`src/rtl/sdso_pkg.sv`:
```
// Shared constants, types and angle table for the spiral disc sample offset block.
`timescale 1ns / 1ps

package sdso_pkg;

  // Field and datapath widths
  localparam int IDX_W        = 15;
  localparam int RADIUS_W     = 6;
  localparam int SQ_W         = 48;
  localparam int SQ_STEPS     = 24;
  localparam int QUO_W        = 47;
  localparam int ROOT_W       = 24;
  localparam int TH_W         = 25;
  localparam int RAD_W        = 30;
  localparam int CV_W         = 20;
  localparam int CORDIC_STEPS = 16;
  localparam int MOD_STEPS    = 7;
  localparam int PROD_W       = RAD_W + 1 + CV_W;
  localparam int OFS_W        = 8;

  // Fixed-point constants, 16 fractional bits unless noted
  localparam logic [IDX_W-1:0]       SAMPLE_MAX      = 15'd16384;
  localparam logic [29:0]            TWO_SQRT_PI_Q28 = 30'd951578915;
  localparam logic [TH_W-1:0]        TWO_PI_QF       = 25'd411775;
  localparam logic signed [CV_W-1:0] TWO_PI_S        = 20'sd411775;
  localparam logic signed [CV_W-1:0] PI_QF           = 20'sd205887;
  localparam logic signed [CV_W-1:0] HALF_PI_QF      = 20'sd102943;
  localparam logic signed [CV_W-1:0] GAIN_QF         = 20'sd39797;
  localparam logic [7:0]             OFS_LIMIT       = 8'd127;

  // Configuration register indexes
  typedef enum logic [1:0] {
    REG_BLUR_RADIUS  = 2'd0,
    REG_DISC_PIXELS  = 2'd1,
    REG_SAMPLE_TOTAL = 2'd2
  } cfg_reg_t;

  // One delivered result
  typedef struct packed {
    logic [OFS_W-1:0] x_offset;
    logic [OFS_W-1:0] y_offset;
    logic             last;
    logic             clipped;
  } out_item_t;

  // Rotation angle atan(2^-step) in QF
  function automatic logic signed [CV_W-1:0] atan_qf(input int step);
    logic signed [CV_W-1:0] a;
    case (step)
      0:       a = 20'sd51472;
      1:       a = 20'sd30386;
      2:       a = 20'sd16055;
      3:       a = 20'sd8150;
      4:       a = 20'sd4091;
      5:       a = 20'sd2047;
      6:       a = 20'sd1024;
      7:       a = 20'sd512;
      8:       a = 20'sd256;
      9:       a = 20'sd128;
      10:      a = 20'sd64;
      default: a = 20'sd1 <<< (16 - step);
    endcase
    return a;
  endfunction

endpackage

```
`src/rtl/sdso_cordic_cell.sv`:
```
// One rotation step of the pipelined CORDIC.
`timescale 1ns / 1ps

module sdso_cordic_cell #(
  parameter int STEP   = 0,
  parameter int SIDE_W = 1
) (
  input  logic                               clk,
  input  logic                               rst_n,
  input  logic                               en,
  input  logic                               in_vld,
  input  logic signed [sdso_pkg::CV_W-1:0]   in_x,
  input  logic signed [sdso_pkg::CV_W-1:0]   in_y,
  input  logic signed [sdso_pkg::CV_W-1:0]   in_z,
  input  logic [SIDE_W-1:0]                  in_side,
  output logic                               out_vld,
  output logic signed [sdso_pkg::CV_W-1:0]   out_x,
  output logic signed [sdso_pkg::CV_W-1:0]   out_y,
  output logic signed [sdso_pkg::CV_W-1:0]   out_z,
  output logic [SIDE_W-1:0]                  out_side
);

  localparam int W = sdso_pkg::CV_W;
  localparam logic signed [W-1:0] ANG = sdso_pkg::atan_qf(STEP);

  logic                vld_r;
  logic signed [W-1:0] x_r, y_r, z_r, x_nxt, y_nxt, z_nxt, dx, dy;
  logic [SIDE_W-1:0]   side_r;

  // Rotate toward zero residual angle
  always_comb begin
    dx = in_y >>> STEP;
    dy = in_x >>> STEP;
    if (!in_z[W-1]) begin
      x_nxt = in_x - dx;
      y_nxt = in_y + dy;
      z_nxt = in_z - ANG;
    end else begin
      x_nxt = in_x + dx;
      y_nxt = in_y - dy;
      z_nxt = in_z + ANG;
    end
  end

  always_ff @(posedge clk) begin
    if (!rst_n) begin
      vld_r <= 1'b0;
    end else if (en) begin
      vld_r <= in_vld;
    end
  end

  always_ff @(posedge clk) begin
    if (en) begin
      x_r    <= x_nxt;
      y_r    <= y_nxt;
      z_r    <= z_nxt;
      side_r <= in_side;
    end
  end

  assign out_vld  = vld_r;
  assign out_x    = x_r;
  assign out_y    = y_r;
  assign out_z    = z_r;
  assign out_side = side_r;

endmodule

```
`config.mk`:
```
export PLATFORM = sky130hd
export DESIGN_NAME = sdso_cordic_cell
export DESIGN_NICKNAME = d
export VERILOG_FILES = /design/src/rtl/sdso_pkg.sv /design/src/rtl/sdso_cordic_cell.sv
export SDC_FILE = /design/constraint.sdc
export NUM_CORES = 1
export LEC_CHECK = 0
export BUFFER_PORTS_ARGS = -buffer_cell sky130_fd_sc_hd__buf_2
export CAP_MARGIN = 20
export CORE_ASPECT_RATIO = 1.25
export CORE_MARGIN = 2
export CORE_UTILIZATION = 45
export DETAILED_ROUTE_END_ITERATION = 6
export GPL_ROUTABILITY_DRIVEN = 1
export MAX_ROUTING_LAYER = met4
export PLACE_DENSITY = 0.73
export SYNTH_ARGS = -nofsm -noshare
export SYNTH_HDL_FRONTEND = slang
export SYNTH_SLANG_ARGS = --single-unit
```
`constraint.sdc`:
```
create_clock -name clk -period 3 [get_ports clk]
set_input_delay 0.15 -clock clk [delete_from_list [all_inputs] [get_ports clk]]
set_output_delay 0.15 -clock clk [all_outputs]
set_load 0.005 [all_outputs]
```
==> results by group, run 1 <==
Die
  – Die height: 129 um
  – Initial Utilization: 0.463
  – Die Area: 13400 um2
  – Die W: 104 um
  – Row cnt: 45
  – I/O Pins: 127
  – Core ar.: 12200 um2

Logic synthesis
  – Synth warnings: 0
  – Sequential area share after synthesis: 0.323
  – Synthesized area per cell: 9.37 um2
  – Synth cell types: 62
  – Mapped cell area: 5630 um2
  – Most used DFF post-synth: edfxtp_1
  – #FFs+latches synth: 61
  – Post-Synthesis Cells: 601
  – EDFF count, synth: 60
  – FFs w/ async S/R, synth: 0
  – Post-Syn Nets: 748

Worst setup path
  – Worst reg2reg path depth: 2
  – Register-to-register setup slack: 2.40 ns
  – Reg-to-Reg End: out_vld$_SDFFE_PN0P_
  – WS Path Type: in2reg
  – Slowest Stage Delay on Critical Path: 0.50 ns
  – CP endpoint kind: flip-flop
  – Worst path bufs/invs: 2
  – Worst Setup Start Kind: input pin
  – CP required: 3.07 ns
  – Max FO, Critical Path: 9
  – Arrival @ worst endpoint: 2.52 ns
  – Critical Path, Cell by Cell: buf_2 > clkinv_1 > fa_1 > a21o_1 > a21oi_1 > o21ai_0 > a41oi_1 > o21bai_1 > a21oi_1 > xnor2_1
  – Crit-path slowest cell: fa_1
  – CP top delay family: compound AO/OA/AOI/OAI gates
  – CP most frequent cell: a21oi_1
  – Worst R2R Start: out_vld$_SDFFE_PN0P_

Pwr
  – PD cells: 488 nW/um2
  – Cell Int Power: 0.00237 W
  – Sequential Power Share: 0.348
  – Leak: 3.15 nW
  – Net load switching power: 0.000957 W
  – Sw frac: 0.288
  – Gate power share: 0.312
  – Clock power frac: 0.340
  – Max IR drop VDD: 293 uV

Route
  – TritonRoute pass-1 iters: 5
  – Total wire length: 14.0 mm
  – DRT iter0 DRCs: 353
  – Drt wl/cell: 15.6 um
  – DRC viols: 0
  – Via density: 5.41
  – Vias: 4868
  – Routed Antenna Nets: 0

Clock tree
  – CTS max path bufs: 2
  – Number of buffers created by CTS: 9
  – H-tree Lvls: 3
  – CTS tree: built
  – Sinks on Clock Net: 61
  – Clk pin slew, worst setup/hold paths: 0.05 ns
  – Worst-Skew Late Latency: 0.31 ns
  – CTS root buf: clkbuf_16

GRT
  – Grt ovf: 0
  – Vias in the first global route: 4822
  – Global Route Usage Sum: 0.215
  – First-pass GRT wire length: 22.7 mm
  – Largest net degree at the start of global routing: 43
  – Initial antenna violation count: 0

Cells and area
  – Fin nets: 878
  – Leading cell types in the layout, fill and taps excluded: buf_2, ha_1, inv_1, edfxtp_1, a21oi_1
  – Area grow syn2layout: 21.2%
  – Layout Cell Area excl Fill: 6830 um2
  – Fin util: 0.561
  – Layout cells sized above 1: 0.220
  – Fillers: 1110
  – Ant diodes: 0
  – Commonest non-fill, non-tap cell in the layout: buf_2

Placement
  – Final HPWL DP: 11.3 mm
  – Post-Place Cell Area: 6450 um2
  – Gpl congestion: 0.925
  – IO buf count: 126

Hold path
  – Hold Crit Class: in2reg
  – Critical hold path startpoint: in_z[0]
  – Hold-critical path depth: 1
  – WHS Endpoint: out_z[0]$_DFFE_PP_

STA
  – Final hold violations: 0
  – Fin. max-slew vios: 0
  – Final setup vio count: 0
  – Measured slew at the worst slew-check pin: 0.523 ns
  – Setup TNS: 0 ns
  – Crit path time final: 2.45 ns
  – Final worst-path cycle share: 0.818
  – Maximum clock rate: 408 MHz
  – RSZ-0062 raised after global routing: false
  – Slew headroom: 0.651
  – Final Skew: 0 ns

Outcome
  – Status: completed

Run
  – Max-cap violation count: 0
[cells in the mapped netlist, types with 7 or more instances]
cell	count	area share
a211oi_1	9	0.012
a21o_1	18	0.024
a21oi_1	57	0.051
a31oi_1	8	0.0089
clkbuf_1	13	0.0087
edfxtp_1	60	0.32
ha_1	78	0.17
inv_1	61	0.041
mux2i_1	8	0.014
nand2_1	33	0.022
nand2b_1	9	0.010
nand3_1	7	0.0062
nor2_1	30	0.020
nor2b_1	12	0.013
nor3_1	9	0.0080
o21a_1	10	0.013
o21ai_0	32	0.028
o21bai_1	11	0.015
o31ai_1	7	0.0093
xnor2_1	38	0.059
xor2_1	12	0.019
[worst max path at each step]
stage	endpoint	depth (start not counted)	from
after global routing	out_z[16]$_DFFE_PP_	10	in_z[19]
after detailed placement	out_y[18]$_DFFE_PP_	10	in_x[3]
final	out_z[16]$_DFFE_PP_	10	in_z[19]
after global placement	out_y[18]$_DFFE_PP_	10	in_x[3]
after CTS	out_z[16]$_DFFE_PP_	10	in_z[19]
after floorplan	out_z[16]$_DFFE_PP_	10	in_z[19]
[power groups by stage]
| stage | clock [W] | sequential (W) | combinational, W |
|---|---|---|---|
| floorplan | 0 | 0.00119 | 0.000626 |
| global placement | 0 | 0.00117 | 0.00100 |
| detailed placement | 0 | 0.00117 | 0.00103 |
| CTS | 0.00115 | 0.00116 | 0.00104 |
| global route | 0.00119 | 0.00117 | 0.00115 |
| finish | 0.00113 | 0.00116 | 0.00104 |
[final cells by class]
| class | instances | area, um2 | share of cell area |
|---|---|---|---|
| flip-flops and latches | 61 | 1820 | 0.267 |
| repair buffers | 143 | 768 | 0.113 |
| multi-input cells | 454 | 3470 | 0.508 |
| clock buffers | 10 | 229 | 0.0335 |
| inverters | 62 | 233 | 0.0341 |
| clock inverters | 6 | 101 | 0.0148 |
| well taps | 164 | 205 | 0.0301 |
[per-stage QoR]
stage	worst slack [ns]	hold WS (ns)	power, W	instances
final	0.546	0.0175	0.00333	900
after global routing	0.415	0.00276	0.00351	900
after CTS	0.617	0.000335	0.00335	900
after detailed placement	0.288	0.329	0.00220	880
after global placement	0.356	0.328	0.00217	880
after floorplan	0.449	0.249	0.00181	601
[logic make-up (layout without fill, tap and decap cells)]
logic type      Yosys count  in the layout  share of synthesized area
buf+inv                  86            221                     0.0611
simple gates            120            120                      0.105
flops                    61             61                      0.323
xor+xnor                 50             50                     0.0777
mux                       8              8                     0.0142
fa+ha+maj                82             82                      0.187
compound gates          194            194                      0.231
[per-layer routing]
layer | global-route usage | vias up | routed length (um)
met1 | 0.263 | 2240 | 5960
met3 | 0.0267 | 25 | 811
met5 | - | - | 0
met4 | 0.0898 | 0 | 316
li1 | - | 2413 | -
met2 | 0.360 | 190 | 6920
[sequential cells by signal, summed over array words and instances, names as in the netlist]
register,cells
out_z,20
out_x,19
out_vld,1
out_side,1
out_y,20
[repair_timing]
| action | 4_1_cts | 5_1_grt |
|---|---|---|
| setup buffers | 0 | 0 |
| endpoints found under the hold margin | 4 | 0 |
| hold buffers | 4 | 0 |
| resized for setup | 0 | 0 |
No activity file was read; power rests on OpenSTA's default activity.
==> inputs of run 2 (changes only) <==
- PLACE_DENSITY: 0.73 -> 0.76
- clock period: 3 -> 2.1 ns (I/O delays scaled with it)
==> results by group, run 2 (synthesis results as in run 1) <==
Outcome
  – Status: finished with violations
  – Violated checks: setup timing

Clock tree
  – CTS root buf: clkbuf_16
  – Number of buffers created by CTS: 9 (unchanged)
  – CTS max path bufs: 2 (unchanged)
  – Worst-Skew Late Latency: 0.32 ns (about the same)
  – Clk pin slew, worst setup/hold paths: 0.05 ns (about the same)
  – H-tree Lvls: 3 (unchanged)
  – CTS tree: built
  – Sinks on Clock Net: 61 (unchanged)

Run
  – Max-cap violation count: 0 (unchanged)

Pwr
  – Net load switching power: 0.00155 W (+62%)
  – Sw frac: 0.299 (+0.0116)
  – Max IR drop VDD: 404 uV (+38%)
  – Gate power share: 0.374 (+0.062)
  – Leak: 3.89 nW (+24%)
  – Clock power frac: 0.306 (-0.034)
  – Total power: 0.00518 W (+56%)
  – PD cells: 629 nW/um2 (+29%)
  – Cell Int Power: 0.00363 W (+53%)
  – Sequential Power Share: 0.320 (-0.028)

Die
  – Die Area: 13400 um2 (unchanged)
  – Core ar.: 12200 um2 (unchanged)
  – Initial Utilization: 0.463 (unchanged)
  – Die height: 129 um (unchanged)
  – I/O Pins: 127 (unchanged)
  – Row cnt: 45 (unchanged)
  – Die W: 104 um (unchanged)

Cells and area
  – Sequential standard cell area: 1820 um2 (unchanged)
  – Area grow syn2layout: 46.2%
  – Ant diodes: 0 (unchanged)
  – Layout Cell Area excl Fill: 8230 um2 (+21%)
  – Commonest non-fill, non-tap cell in the layout: buf_4
  – Layout cells sized above 1: 0.395 (+0.175)
  – Fin nets: 1021 (+16%)
  – Leading cell types in the layout, fill and taps excluded: buf_4, buf_2, ha_1, edfxtp_1, a21oi_1
  – Post-Layout Cell Count: 1043 (+16%)
  – Area of the multi-input gates: 3700 um2 (+6.8%)
  – Fillers: 967 (-13%)

STA
  – Final setup vio count: 1 (+1)
  – Slew headroom: 0.695 (+0.0432)
  – Fin. max-slew vios: 0 (unchanged)
  – Final worst-path cycle share: 1.01
  – Final Skew: 0 ns (unchanged)
  – Worst setup margin: -0.0140 ns (-0.560 ns)
  – RSZ-0062 raised after global routing: true
  – Maximum clock rate: 473 MHz
  – Final hold violations: 0 (unchanged)
  – Crit path time final: 2.11 ns
  – Measured slew at the worst slew-check pin: 0.457 ns (-0.0659 ns)

GRT
  – Initial antenna violation count: 0 (unchanged)
  – Vias in the first global route: 5642 (+17%)
  – Grt ovf: 0 (unchanged)
  – Routing usage on met1: 0.284 (+0.0206)
  – GRT busiest layer: met2
  – Global Route Usage Sum: 0.248 (+0.0330)
  – First-pass GRT wire length: 26.3 mm (+16%)
  – Largest net degree at the start of global routing: 62 (+44%)
  – Grt met3 use: 0.0236 (-0.00302)
  – GRT met2 Usage: 0.453 (+0.0925)

Worst setup path
  – Arrival @ worst endpoint: 2.20 ns (-0.32 ns)
  – Reg-to-Reg End: out_vld$_SDFFE_PN0P_
  – Setup crit start: in_x[9]
  – Max FO, Critical Path: 6 (-3)
  – CP endpoint kind: flip-flop
  – WS Path Type: in2reg
  – CP required: 2.18 ns (-0.89 ns)
  – Worst R2R Start: out_vld$_SDFFE_PN0P_
  – Register-to-register setup slack: 1.51 ns (-0.89 ns)
  – Worst Setup Start Kind: input pin
  – Worst reg2reg path depth: 2 (unchanged)

Hold path
  – WHS Endpoint: out_vld$_SDFFE_PN0P_
  – Critical hold path startpoint: in_vld
  – Hold Crit Class: in2reg
  – Hold-critical path depth: 3 (+2)

Route
  – DRC viols: 0 (unchanged)
  – DRT iter0 DRCs: 310 (-12%)
  – Vias: 5597 (+15%)
  – Via density: 5.37 (-0.79%)
  – Total wire length: 16.5 mm (+18%)
  – Routed Antenna Nets: 0 (unchanged)
  – Drt wl/cell: 15.8 um (+1.7%)
  – TritonRoute pass-1 iters: 5 (unchanged)

Placement
  – Post-Place Cell Area: 7530 um2 (+17%)
  – Final HPWL DP: 13.0 mm (+15%)
  – Gpl congestion: 0.969 (+4.7%)
  – Worst slack at placement: -0.444 ns (-0.732 ns)
  – DP Cell Count: 1012 (+15%)
  – IO buf count: 126 (unchanged)
==> run 2: cell types whose count changed in the layout (fill, tap and decap cells not counted), sizes merged <==
cell,delta
buf,+141
dlygate4sd3,+2
bufinv,-1
clkinvlp,+1
==> run 2: how the worst max path moves through the flow <==
| stage | end | slack (ns) |
|---|---|---|
| CTS | out_y[18]$_DFFE_PP_ | -0.06 |
| floorplan | out_y[18]$_DFFE_PP_ | -0.05 |
| detailed placement | out_y[18]$_DFFE_PP_ | -0.44 |
| finish | out_y[18]$_DFFE_PP_ | -0.01 |
| global placement | out_y[18]$_DFFE_PP_ | -0.39 |
| global route | out_y[18]$_DFFE_PP_ | -0.07 |
==> run 2: what timing repair did <==
action,4_1_cts,5_1_grt
gates resized for setup,8,51
setup endpoints to repair,8,14
hold buffers,6,0
hold endpoints to repair,6,0
setup buffers,2,7
pin swaps,2,21
==> run 2: power by group through the flow <==
stage / sequential, W / combinational (W) / clock (W)
after floorplan: 0.00170 / 0.000917 / 0
after global placement: 0.00168 / 0.00175 / 0
after detailed placement: 0.00168 / 0.00180 / 0
after CTS: 0.00166 / 0.00184 / 0.00160
after global routing: 0.00167 / 0.00210 / 0.00164
final: 0.00166 / 0.00194 / 0.00158
==> run 2: layout make-up <==
class	instances	share of cell area
clock buffer	10	0.0290
clock inverter	6	0.0105
inverter	62	0.0305
multi-input combinational	454	0.450
sequential	61	0.221
tap	164	0.0249
timing repair buffer	286	0.234
==> run 2: metrics by stage <==
step | TNS, ns | hold WS, ns | util
2_1_floorplan | -0.102 | 0.204 | -
3_3_place_gp | -6.31 | 0.284 | 0.619
3_5_place_dp | -7.29 | 0.284 | 0.619
4_1_cts | -0.0587 | 0.0444 | 0.656
5_1_grt | -0.246 | 0.0804 | 0.677
6_report | -0.0140 | 0.0453 | 0.677
==> run 2: critical path: stages <==
cell and delay [ns]:
buf_2 0.09, inv_1 0.05, ha_2 0.37, nand2b_1 0.16, nand3_1 0.12, o211a_1 0.23
or4_4 0.58, o31ai_4 0.24, o22ai_2 0.12, xnor2_1 0.14
==> run 2: metal layers <==
| metal | up-vias | routed length [um] |
|---|---|---|
| met1 | 2629 | 6750 |
| met2 | 217 | 8470 |
| met3 | 41 | 804 |
| met4 | 0 | 490 |
| met5 | - | 0 |
| li1 | 2710 | - |
