<file path="config.mk">
export PLATFORM = sky130hd
export DESIGN_NAME = sdso_sqrt_cell
export DESIGN_NICKNAME = d
export VERILOG_FILES = /design/src/rtl/sdso_pkg.sv /design/src/rtl/sdso_sqrt_cell.sv
export SDC_FILE = /design/constraint.sdc
export NUM_CORES = 1
export LEC_CHECK = 0
export BUFFER_PORTS_ARGS = -buffer_cell sky130_fd_sc_hd__buf_2
export CAP_MARGIN = 15
export CELL_PAD_IN_SITES_DETAIL_PLACEMENT = 1
export CELL_PAD_IN_SITES_GLOBAL_PLACEMENT = 1
export CORE_MARGIN = 2
export CORE_UTILIZATION = 30
export DETAILED_ROUTE_END_ITERATION = 10
export GPL_TIMING_DRIVEN = 0
export PLACE_DENSITY = 0.7
export SLEW_MARGIN = 15
export SYNTH_ARGS = -nofsm -noshare
export SYNTH_HDL_FRONTEND = slang
export SYNTH_SLANG_ARGS = --single-unit
</file>
<file path="constraint.sdc">
create_clock -name clk -period 2.96 [get_ports clk]
set_clock_uncertainty 0.2 [all_clocks]
set_input_delay 0.592 -clock clk [delete_from_list [all_inputs] [get_ports clk]]
set_output_delay 0.592 -clock clk [all_outputs]
set_load 0.02 [all_outputs]
</file>
<file path="src/rtl/sdso_pkg.sv">
// Shared constants, types and angle table for the spiral disc sample offset block.
`timescale 1ns / 1ps

package sdso_pkg;

  // Field and datapath widths
  localparam int IDX_W        = 15;
  localparam int RADIUS_W     = 6;
  localparam int SQ_W         = 48;
  localparam int SQ_STEPS     = 24;
  localparam int QUO_W        = 47;
  localparam int ROOT_W       = 24;
  localparam int TH_W         = 25;
  localparam int RAD_W        = 30;
  localparam int CV_W         = 20;
  localparam int CORDIC_STEPS = 16;
  localparam int MOD_STEPS    = 7;
  localparam int PROD_W       = RAD_W + 1 + CV_W;
  localparam int OFS_W        = 8;

  // Fixed-point constants, 16 fractional bits unless noted
  localparam logic [IDX_W-1:0]       SAMPLE_MAX      = 15'd16384;
  localparam logic [29:0]            TWO_SQRT_PI_Q28 = 30'd951578915;
  localparam logic [TH_W-1:0]        TWO_PI_QF       = 25'd411775;
  localparam logic signed [CV_W-1:0] TWO_PI_S        = 20'sd411775;
  localparam logic signed [CV_W-1:0] PI_QF           = 20'sd205887;
  localparam logic signed [CV_W-1:0] HALF_PI_QF      = 20'sd102943;
  localparam logic signed [CV_W-1:0] GAIN_QF         = 20'sd39797;
  localparam logic [7:0]             OFS_LIMIT       = 8'd127;

  // Configuration register indexes
  typedef enum logic [1:0] {
    REG_BLUR_RADIUS  = 2'd0,
    REG_DISC_PIXELS  = 2'd1,
    REG_SAMPLE_TOTAL = 2'd2
  } cfg_reg_t;

  // One delivered result
  typedef struct packed {
    logic [OFS_W-1:0] x_offset;
    logic [OFS_W-1:0] y_offset;
    logic             last;
    logic             clipped;
  } out_item_t;

  // Rotation angle atan(2^-step) in QF
  function automatic logic signed [CV_W-1:0] atan_qf(input int step);
    logic signed [CV_W-1:0] a;
    case (step)
      0:       a = 20'sd51472;
      1:       a = 20'sd30386;
      2:       a = 20'sd16055;
      3:       a = 20'sd8150;
      4:       a = 20'sd4091;
      5:       a = 20'sd2047;
      6:       a = 20'sd1024;
      7:       a = 20'sd512;
      8:       a = 20'sd256;
      9:       a = 20'sd128;
      10:      a = 20'sd64;
      default: a = 20'sd1 <<< (16 - step);
    endcase
    return a;
  endfunction

endpackage

</file>
<file path="src/rtl/sdso_sqrt_cell.sv">
// One bit step of the pipelined integer square root.
`timescale 1ns / 1ps

module sdso_sqrt_cell #(
  parameter int STEP   = 0,
  parameter int SIDE_W = 1
) (
  input  logic                     clk,
  input  logic                     rst_n,
  input  logic                     en,
  input  logic                     in_vld,
  input  logic [sdso_pkg::SQ_W-1:0] in_v,
  input  logic [sdso_pkg::SQ_W-1:0] in_res,
  input  logic [SIDE_W-1:0]        in_side,
  output logic                     out_vld,
  output logic [sdso_pkg::SQ_W-1:0] out_v,
  output logic [sdso_pkg::SQ_W-1:0] out_res,
  output logic [SIDE_W-1:0]        out_side
);

  localparam int W = sdso_pkg::SQ_W;
  localparam logic [W-1:0] BIT = W'(1) << (2 * (sdso_pkg::SQ_STEPS - 1 - STEP));

  logic         vld_r;
  logic [W-1:0] v_r, v_nxt, res_r, res_nxt, trial;
  logic [SIDE_W-1:0] side_r;
  logic         take;

  // Try the next root bit
  always_comb begin
    trial   = in_res + BIT;
    take    = (in_v >= trial);
    v_nxt   = take ? (in_v - trial) : in_v;
    res_nxt = take ? ((in_res >> 1) + BIT) : (in_res >> 1);
  end

  always_ff @(posedge clk) begin
    if (!rst_n) begin
      vld_r <= 1'b0;
    end else if (en) begin
      vld_r <= in_vld;
    end
  end

  always_ff @(posedge clk) begin
    if (en) begin
      v_r    <= v_nxt;
      res_r  <= res_nxt;
      side_r <= in_side;
    end
  end

  assign out_vld  = vld_r;
  assign out_v    = v_r;
  assign out_res  = res_r;
  assign out_side = side_r;

endmodule

</file>
==> flow_summary.rst, run 1 <==
.. list-table::
   :header-rows: 1

   * - Metric
     - Value
   * - Clock transition at the registers of the reported paths
     - 0.08 ns
   * - Primary FF master, synth
     - edfxtp_1
   * - Residual DRC count
     - 0
   * - Register area
     - 2933 sq um
   * - Mux share of post-synthesis cell area
     - between 7 and 8%
   * - Remaining number of nets flagged by the antenna check after routing
     - 0
   * - Overall die area
     - 23410 sq um
   * - Largest area contributor in the synthesized netlist
     - edfxtp_1
   * - Area Overhead vs Synth
     - 50.94%
   * - Clock root buffer
     - clkbuf_16
   * - Total congestion overflow
     - 0
   * - Final critical path time including I/O delays and setup
     - 3.003 ns
   * - Count of different cell masters after synthesis
     - 63
   * - Detailed placement HPWL
     - about 16000 um
   * - Maximum clock frequency
     - 333.0 MHz
   * - FF-to-FF path depth
     - 2
   * - Syn Area/Cell
     - 10.28 sq um
   * - Power density relative to cell area
     - 516.1 nW/um^2
   * - Post-synthesis compound-gate area fraction
     - 16.36%
   * - Synthesized Nets
     - 798
   * - Share of the synthesized area in the top cell type
     - 43.73%
   * - Insertion delay of the later-clocked pin in the worst-skew pair
     - 0.36 ns
   * - Proportion of synthesized chip area in sequential cells
     - 44.03%
   * - Maximum level of the CTS H-tree
     - 3
   * - WP buf/inv
     - 4
   * - Post-Synthesis Cell Area
     - 6661 sq um
   * - Wire length after detailed routing
     - between 20000 and 25000 um
   * - Family with the most delay on the worst path
     - compound AO/OA/AOI/OAI gates
   * - Relative slew slack
     - 68.21%
   * - Total global-route track usage
     - 17.88%
   * - Final non-filler cell area
     - around 10000 sq um
   * - Height of the die
     - 153.0 um
   * - Library cell contributing the largest single delay on the critical path
     - nor4b_4
   * - Maximum root-to-sink buffer count
     - 2
   * - Post-route clock period utilization
     - 101.4%
   * - Maximum number of pins on one net before global-route repair
     - 54
   * - Layout filler cell count
     - 2430
   * - Critical path type
     - input pin to flip-flop
   * - Req. time, crit path
     - 2.88 ns
   * - Clock net sink count
     - 98
   * - TritonRoute pass-1 iters
     - 4
   * - Std cell rows
     - 54
   * - Cell count along the critical path
     - 12
   * - Top library cells by usage in the layout, fill and taps aside
     - buf_2, edfxtp_1, a21oi_1, nand2_1, mux2_4
   * - Combined area of the multi-input logic cells
     - 4404 sq um
   * - Fraction of layout cells with a size suffix above 1
     - 49.16%
   * - Violations in the final reports
     - negative setup slack
   * - Final setup viols
     - 27
   * - Post-DR wirelength/cell
     - about 19 um
   * - Measured slew at the worst slew-check pin
     - 0.4748 ns
   * - Vias per Instance
     - a little over 5
   * - Post-DP Area
     - 8463 sq um
   * - Synth Area in Simple Gates
     - 12.08%
   * - RSZ-0062 raised after global routing
     - true
   * - EDFF count, synth
     - 97
   * - CTS tree
     - built
   * - Width of the die
     - ~150 um
   * - Wire length of the first global-routing pass
     - approximately 33000 um
   * - Number of synthesis warnings
     - 0
   * - Initial DRC count
     - between 200 and 250
   * - Maximum resistive drop on vdd
     - ~250 uV
   * - DR vias
     - 5930
   * - Post-Synth Adder-Cell Area
     - a little under a tenth
   * - Cells after synthesis
     - 648
   * - Dominant cell type by count on the critical path
     - buf_12
   * - Endpoint arrival time on the critical path
     - 2.92 ns
   * - Max-slew violation count
     - 0
   * - Status
     - finished with violations
   * - Maximum fanout encountered on the critical timing path
     - 7
   * - Worst min-delay path category
     - input pin to flip-flop
   * - Minimum setup slack in the final design
     - -0.04278 ns
   * - Leak Pwr
     - 4.229 nW
   * - Crit-path cells
     - buf_6 > ha_4 > and2_4 > o21a_4 > nor4b_4 > o21ai_4 > o31ai_4 > a31oi_4 > buf_8 > buf_12 > buf_12 > a31o_4
   * - Post-layout power
     - 5.189 mW
   * - Hold-fix buffers at CTS
     - 0
   * - Effective utilization at floorplan
     - between 30% and 40%
   * - Leading post-synthesis cells by cell area
     - edfxtp_1, ha_1, mux2_2
   * - Number of ports placed on the die boundary
     - 199
   * - Most common cell after layout, fill and taps aside
     - buf_2
   * - Largest family of logic cells by synthesized area
     - compound AO/OA/AOI/OAI gates
   * - Crit path largest cell delay
     - 0.35 ns
   * - Number of buffers added on ports
     - 198
   * - Final core utilization
     - 46.07%
   * - Total CTS buffers
     - 9
   * - Asr flop ratio synth
     - 0%
   * - Core area
     - approximately 22000 sq um
   * - Count of nets after finishing
     - 1040
   * - Critical path endpoint category
     - flip-flop
   * - Startpoint kind of the worst setup timing path
     - input pin
   * - FF+latch count, synth
     - just under 100
   * - Vias in the first global route
     - 6134
   * - Max-capacitance violation count
     - 0
   * - Gpl congestion
     - 0.8035
   * - Antenna violations before repair
     - 1
   * - Endpoints failing hold
     - 0
   * - Number of cells on the worst hold path
     - 1
   * - Area share of xor/xnor cells in the synthesized design
     - ~5.7%
logic make-up after synthesis:
| group | after synthesis |
|---|---|
| xor gates and xnor gates | 43 |
| adders and majority gates | 49 |
| buffers and inverters | 81 |
| and+or+nand+nor | 159 |
| DFF | 98 |
| muxes | 45 |
| AOI/OAI and AO/OA | 173 |
metal layers:
metal,GRT usage (%),routed length (um)
met1,24.12,10040
met2,29.64,10710
met3,2.977,905
met4,5.159,236
met5,0,0
synth_stat cells, types with 12 or more instances:
master and n:
inv_1 53, xor2_1 18, o21ai_0 32, nand2_1 44
mux2_2 42, buf_2 15, edfxtp_1 97, a21o_1 19
nor2_1 31, nand3_1 12, nand4_1 15, xnor2_1 25
a21oi_1 62, ha_1 48
where the power goes:
part / switching, mW / leakage (nW) / total (mW) / internal, mW
Combinational: 1.07 / 3.10 / 2.00 / 0.935
Clock: 0.590 / 0.167 / 1.43 / 0.837
Sequential: 0.0362 / 0.957 / 1.76 / 1.72
Total: 1.69 / 4.23 / 5.19 / 3.49
final cells by class:
cell class                 instances  area share, %
buffer                            15          1.717
inverter                          53          2.252
antenna                            2        0.04978
timing repair buffer             244          16.05
clock inverter                     7          1.232
multi-input combinational        469          43.80
sequential                        98          29.17
tap                              280          3.484
clock buffer                       9          2.240
metrics by stage:
step / hold slack (ns) / setup TNS (ns) / cells / setup WS, ns
global placement: 0.2923 / -33.25 / 1126 / -0.7892
detailed placement: 0.3284 / -35.03 / 1127 / -0.8136
finish: 0.1996 / -0.4933 / 1177 / -0.04278
floorplan: 0.3893 / -3.062 / 648 / -0.08226
global route: 0.1947 / -4.684 / 1175 / -0.1434
CTS: 0.1928 / -0.3548 / 1155 / -0.03257
timing repair:
| item | 4_1_cts | 5_1_grt |
|---|---|---|
| setup endpoints to repair | 50 | 50 |
| cloned | 3 | 3 |
| pin swaps | 35 | 44 |
| buffers inserted | 20 | 19 |
| gates resized for setup | 122 | 91 |
state kept, by name (all words and copies together) (netlist names):
name and flops:
out_vld 1, out_res 48, out_v 48, out_side 1
final timing paths:
kind	end	slack, ns	from
max	out_v[42]	-0.04	in_v[4]
min	out_res[12]	0.20	in_res[13]
max reg2reg	out_vld	2.15	out_vld
min reg2reg	out_vld	0.33	out_vld
(Power assumes the default switching activity.)
==> inputs of run 2 (changes only) <==
==> constraint.sdc (replaced) <==
create_clock -name clk -period 2.96 [get_ports clk]
set_clock_uncertainty 0.2 [all_clocks]
set_input_delay 0 -clock clk [delete_from_list [all_inputs] [get_ports clk]]
set_output_delay 0 -clock clk [all_outputs]
set_load 0.02 [all_outputs]
==> flow_summary.rst, run 2 (synthesis results as in run 1) <==
.. list-table::
   :header-rows: 1

   * - Metric
     - Value
   * - Maximum fanout encountered on the critical timing path
     - 6 (-1)
   * - Startpoint kind of the worst setup timing path
     - input pin
   * - Critical path endpoint category
     - flip-flop
   * - Maximum resistive drop on vdd
     - 259.2 uV (+2.0%)
   * - TritonRoute pass-1 iters
     - 4 (unchanged)
   * - Overall die area
     - 23410 sq um (unchanged)
   * - Total global-route track usage
     - 18.14% (+0.26 points)
   * - Maximum clock frequency
     - 355.6 MHz (+6.8%)
   * - Post-layout power
     - 4.639 mW (-11%)
   * - Endpoints failing hold
     - 1 (+1)
   * - Gpl congestion
     - 0.8655 (+7.7%)
   * - Residual DRC count
     - 0 (unchanged)
   * - Hold-fix buffers at CTS
     - 99 (+99)
   * - Total congestion overflow
     - 0 (unchanged)
   * - Number of buffers added on ports
     - 198 (unchanged)
   * - Startpoint of the lowest-slack hold path
     - in_v[0]
   * - Critical register-to-register path startpoint
     - out_vld
   * - Top library cells by usage in the layout, fill and taps aside
     - buf_2, dlygate4sd3_1, edfxtp_1, a21oi_1, inv_1
   * - Std cell rows
     - 54 (unchanged)
   * - Wire length after detailed routing
     - 20930 um (-4.4%)
   * - RSZ-0062 raised after global routing
     - false
   * - Number of ports placed on the die boundary
     - 199 (unchanged)
   * - Antenna violations before repair
     - 1 (unchanged)
   * - Violations in the final reports
     - negative hold slack
   * - RR Endpoint
     - out_vld
   * - Core area
     - 21820 sq um (unchanged)
   * - Initial DRC count
     - 293 (+22%)
   * - Status
     - finished with violations
   * - Wire length of the first global-routing pass
     - 34290 um (+2.6%)
   * - Maximum root-to-sink buffer count
     - 2 (unchanged)
   * - Final instance count without filler cells
     - 1243 (+5.6%)
   * - Power density relative to cell area
     - 490.6 nW/um^2 (-4.9%)
   * - Height of the die
     - 153.0 um (unchanged)
   * - Clock transition at the registers of the reported paths
     - 0.07 ns (about the same)
   * - DR vias
     - 6064 (+2.3%)
   * - Count of nets after finishing
     - 1107 (+6.4%)
   * - Relative slew slack
     - 58.34% (-9.9 points)
   * - Clock root buffer
     - clkbuf_16
   * - Vias in the first global route
     - 6669 (+8.7%)
   * - Remaining number of nets flagged by the antenna check after routing
     - 0 (unchanged)
   * - CTS tree
     - built
   * - Worst min-delay path category
     - input pin to flip-flop
   * - Req. time, crit path
     - 2.98 ns (+0.10 ns)
   * - Effective utilization at floorplan
     - 30.52% (unchanged)
   * - Vias per Instance
     - 4.879 (-3.2%)
   * - Final hold slack
     - -0.1820 ns (-0.3815 ns)
   * - Detailed placement HPWL
     - 15630 um (-1.9%)
   * - Most common cell after layout, fill and taps aside
     - buf_2
   * - Endpoint arrival time on the critical path
     - 2.83 ns (-0.09 ns)
   * - Number of cells on the worst hold path
     - 3 (+2)
   * - Critical path type
     - input pin to flip-flop
   * - Post-DR wirelength/cell
     - 16.84 um (-9.5%)
   * - Fraction of layout cells with a size suffix above 1
     - 30.87% (-18 points)
   * - Maximum level of the CTS H-tree
     - 3 (unchanged)
   * - Max-capacitance violation count
     - 0 (unchanged)
   * - Final critical path time including I/O delays and setup
     - 2.812 ns (-0.1907 ns)
   * - Total CTS buffers
     - 9 (unchanged)
   * - Area Overhead vs Synth
     - 41.94%
   * - Width of the die
     - 153.0 um (unchanged)
   * - Final setup viols
     - 0 (-100%)
   * - Maximum number of pins on one net before global-route repair
     - 51 (-5.6%)
   * - Insertion delay of the later-clocked pin in the worst-skew pair
     - 0.35 ns (about the same)
   * - Clock net sink count
     - 98 (unchanged)
   * - Placed insts
     - 1127 (unchanged)
   * - Measured slew at the worst slew-check pin
     - 0.6192 ns (+0.1445 ns)
   * - Max-slew violation count
     - 0 (unchanged)
   * - Leak Pwr
     - 4.106 nW (-2.9%)
   * - Post-route clock period utilization
     - 95.00% (-6.4 points)
   * - Reg-to-reg slack, setup
     - 1.61 ns (-0.54 ns)
   * - Sink of the worst hold path
     - out_v[0]
   * - FF-to-FF path depth
     - 3 (+1)
-- run 2: changes by cell type in the layout (fill, tap and decap cells not counted), sizes merged, moves of 3 or more --
cell and change:
clkinv +3, dlygate4sd3 +99, buf -36, clkbuf +4, inv -3
-- run 2: critical path: stages --
cell and delay, ns:
buf_2 0.09, inv_1 0.05, ha_1 0.35, a21oi_1 0.37
o21ai_0 0.14, a21o_1 0.21, a211oi_1 0.31, o21a_1 0.28
o21ai_0 0.15, o21ai_0 0.42, mux2_2 0.40, nand4_1 0.08
-- run 2: layout make-up --
class / instances / area [sq um]
Clock inverter: 7 / 93.84
Buffer: 27 / 136.4
Tap cell: 280 / 350.3
Antenna cell: 1 / 2.502
Sequential cell: 98 / 2933
Fill cell: 2527 / 12370
Timing Repair Buffer: 299 / 2036
Inverter: 53 / 198.9
Clock buffer: 9 / 225.2
Multi-Input combinational cell: 469 / 3480
-- run 2: worst max path at each step --
stage / from / endpoint / slack (ns) / cells past startpoint
floorplan: in_v[0] / out_v[20] / 0.30 / 12
global placement: in_v[0] / out_v[47] / -0.49 / 14
detailed placement: in_v[0] / out_v[47] / -0.49 / 14
CTS: in_v[0] / out_v[1] / 0.07 / 13
global route: in_res[7] / out_v[46] / 0.007 / 12
finish: in_res[7] / out_v[46] / 0.15 / 12
-- run 2: report_power, final --
part	internal [mW]	switching, mW
sequential	1.72	0.0373
combinational	0.668	0.904
clock	0.740	0.566
total	3.13	1.51
-- run 2: through the flow --
step | utilization [%] | cell area [sq um] | worst slack, ns | TNS (ns)
final | 43.33 | 9455 | 0.1479 | 0
after global routing | 43.32 | 9453 | 0.007249 | 0
after CTS | 42.92 | 9366 | 0.06670 | 0
after detailed placement | 36.82 | 8036 | -0.4872 | -21.49
after global placement | 36.67 | 8003 | -0.4901 | -20.89
after floorplan | - | 6661 | 0.2967 | 0
-- run 2: routing by layer --
metal | GRT usage (%) | part of all wire, % | vias to the layer above
met2 | 30.69 | 48 | 134
met4 | 6.085 | 1.8 | 0
li1 | - | - | 3015
met3 | 2.977 | 4.0 | 19
met1 | 23.66 | 46 | 2896
met5 | 0 | 0 | -
-- run 2: timing repair --
action                     CTS  global route
hold endpoints to repair   147             1
setup buffers                0             1
gates resized for setup      6            12
pin swaps                    0             1
setup endpoints to repair   43            50
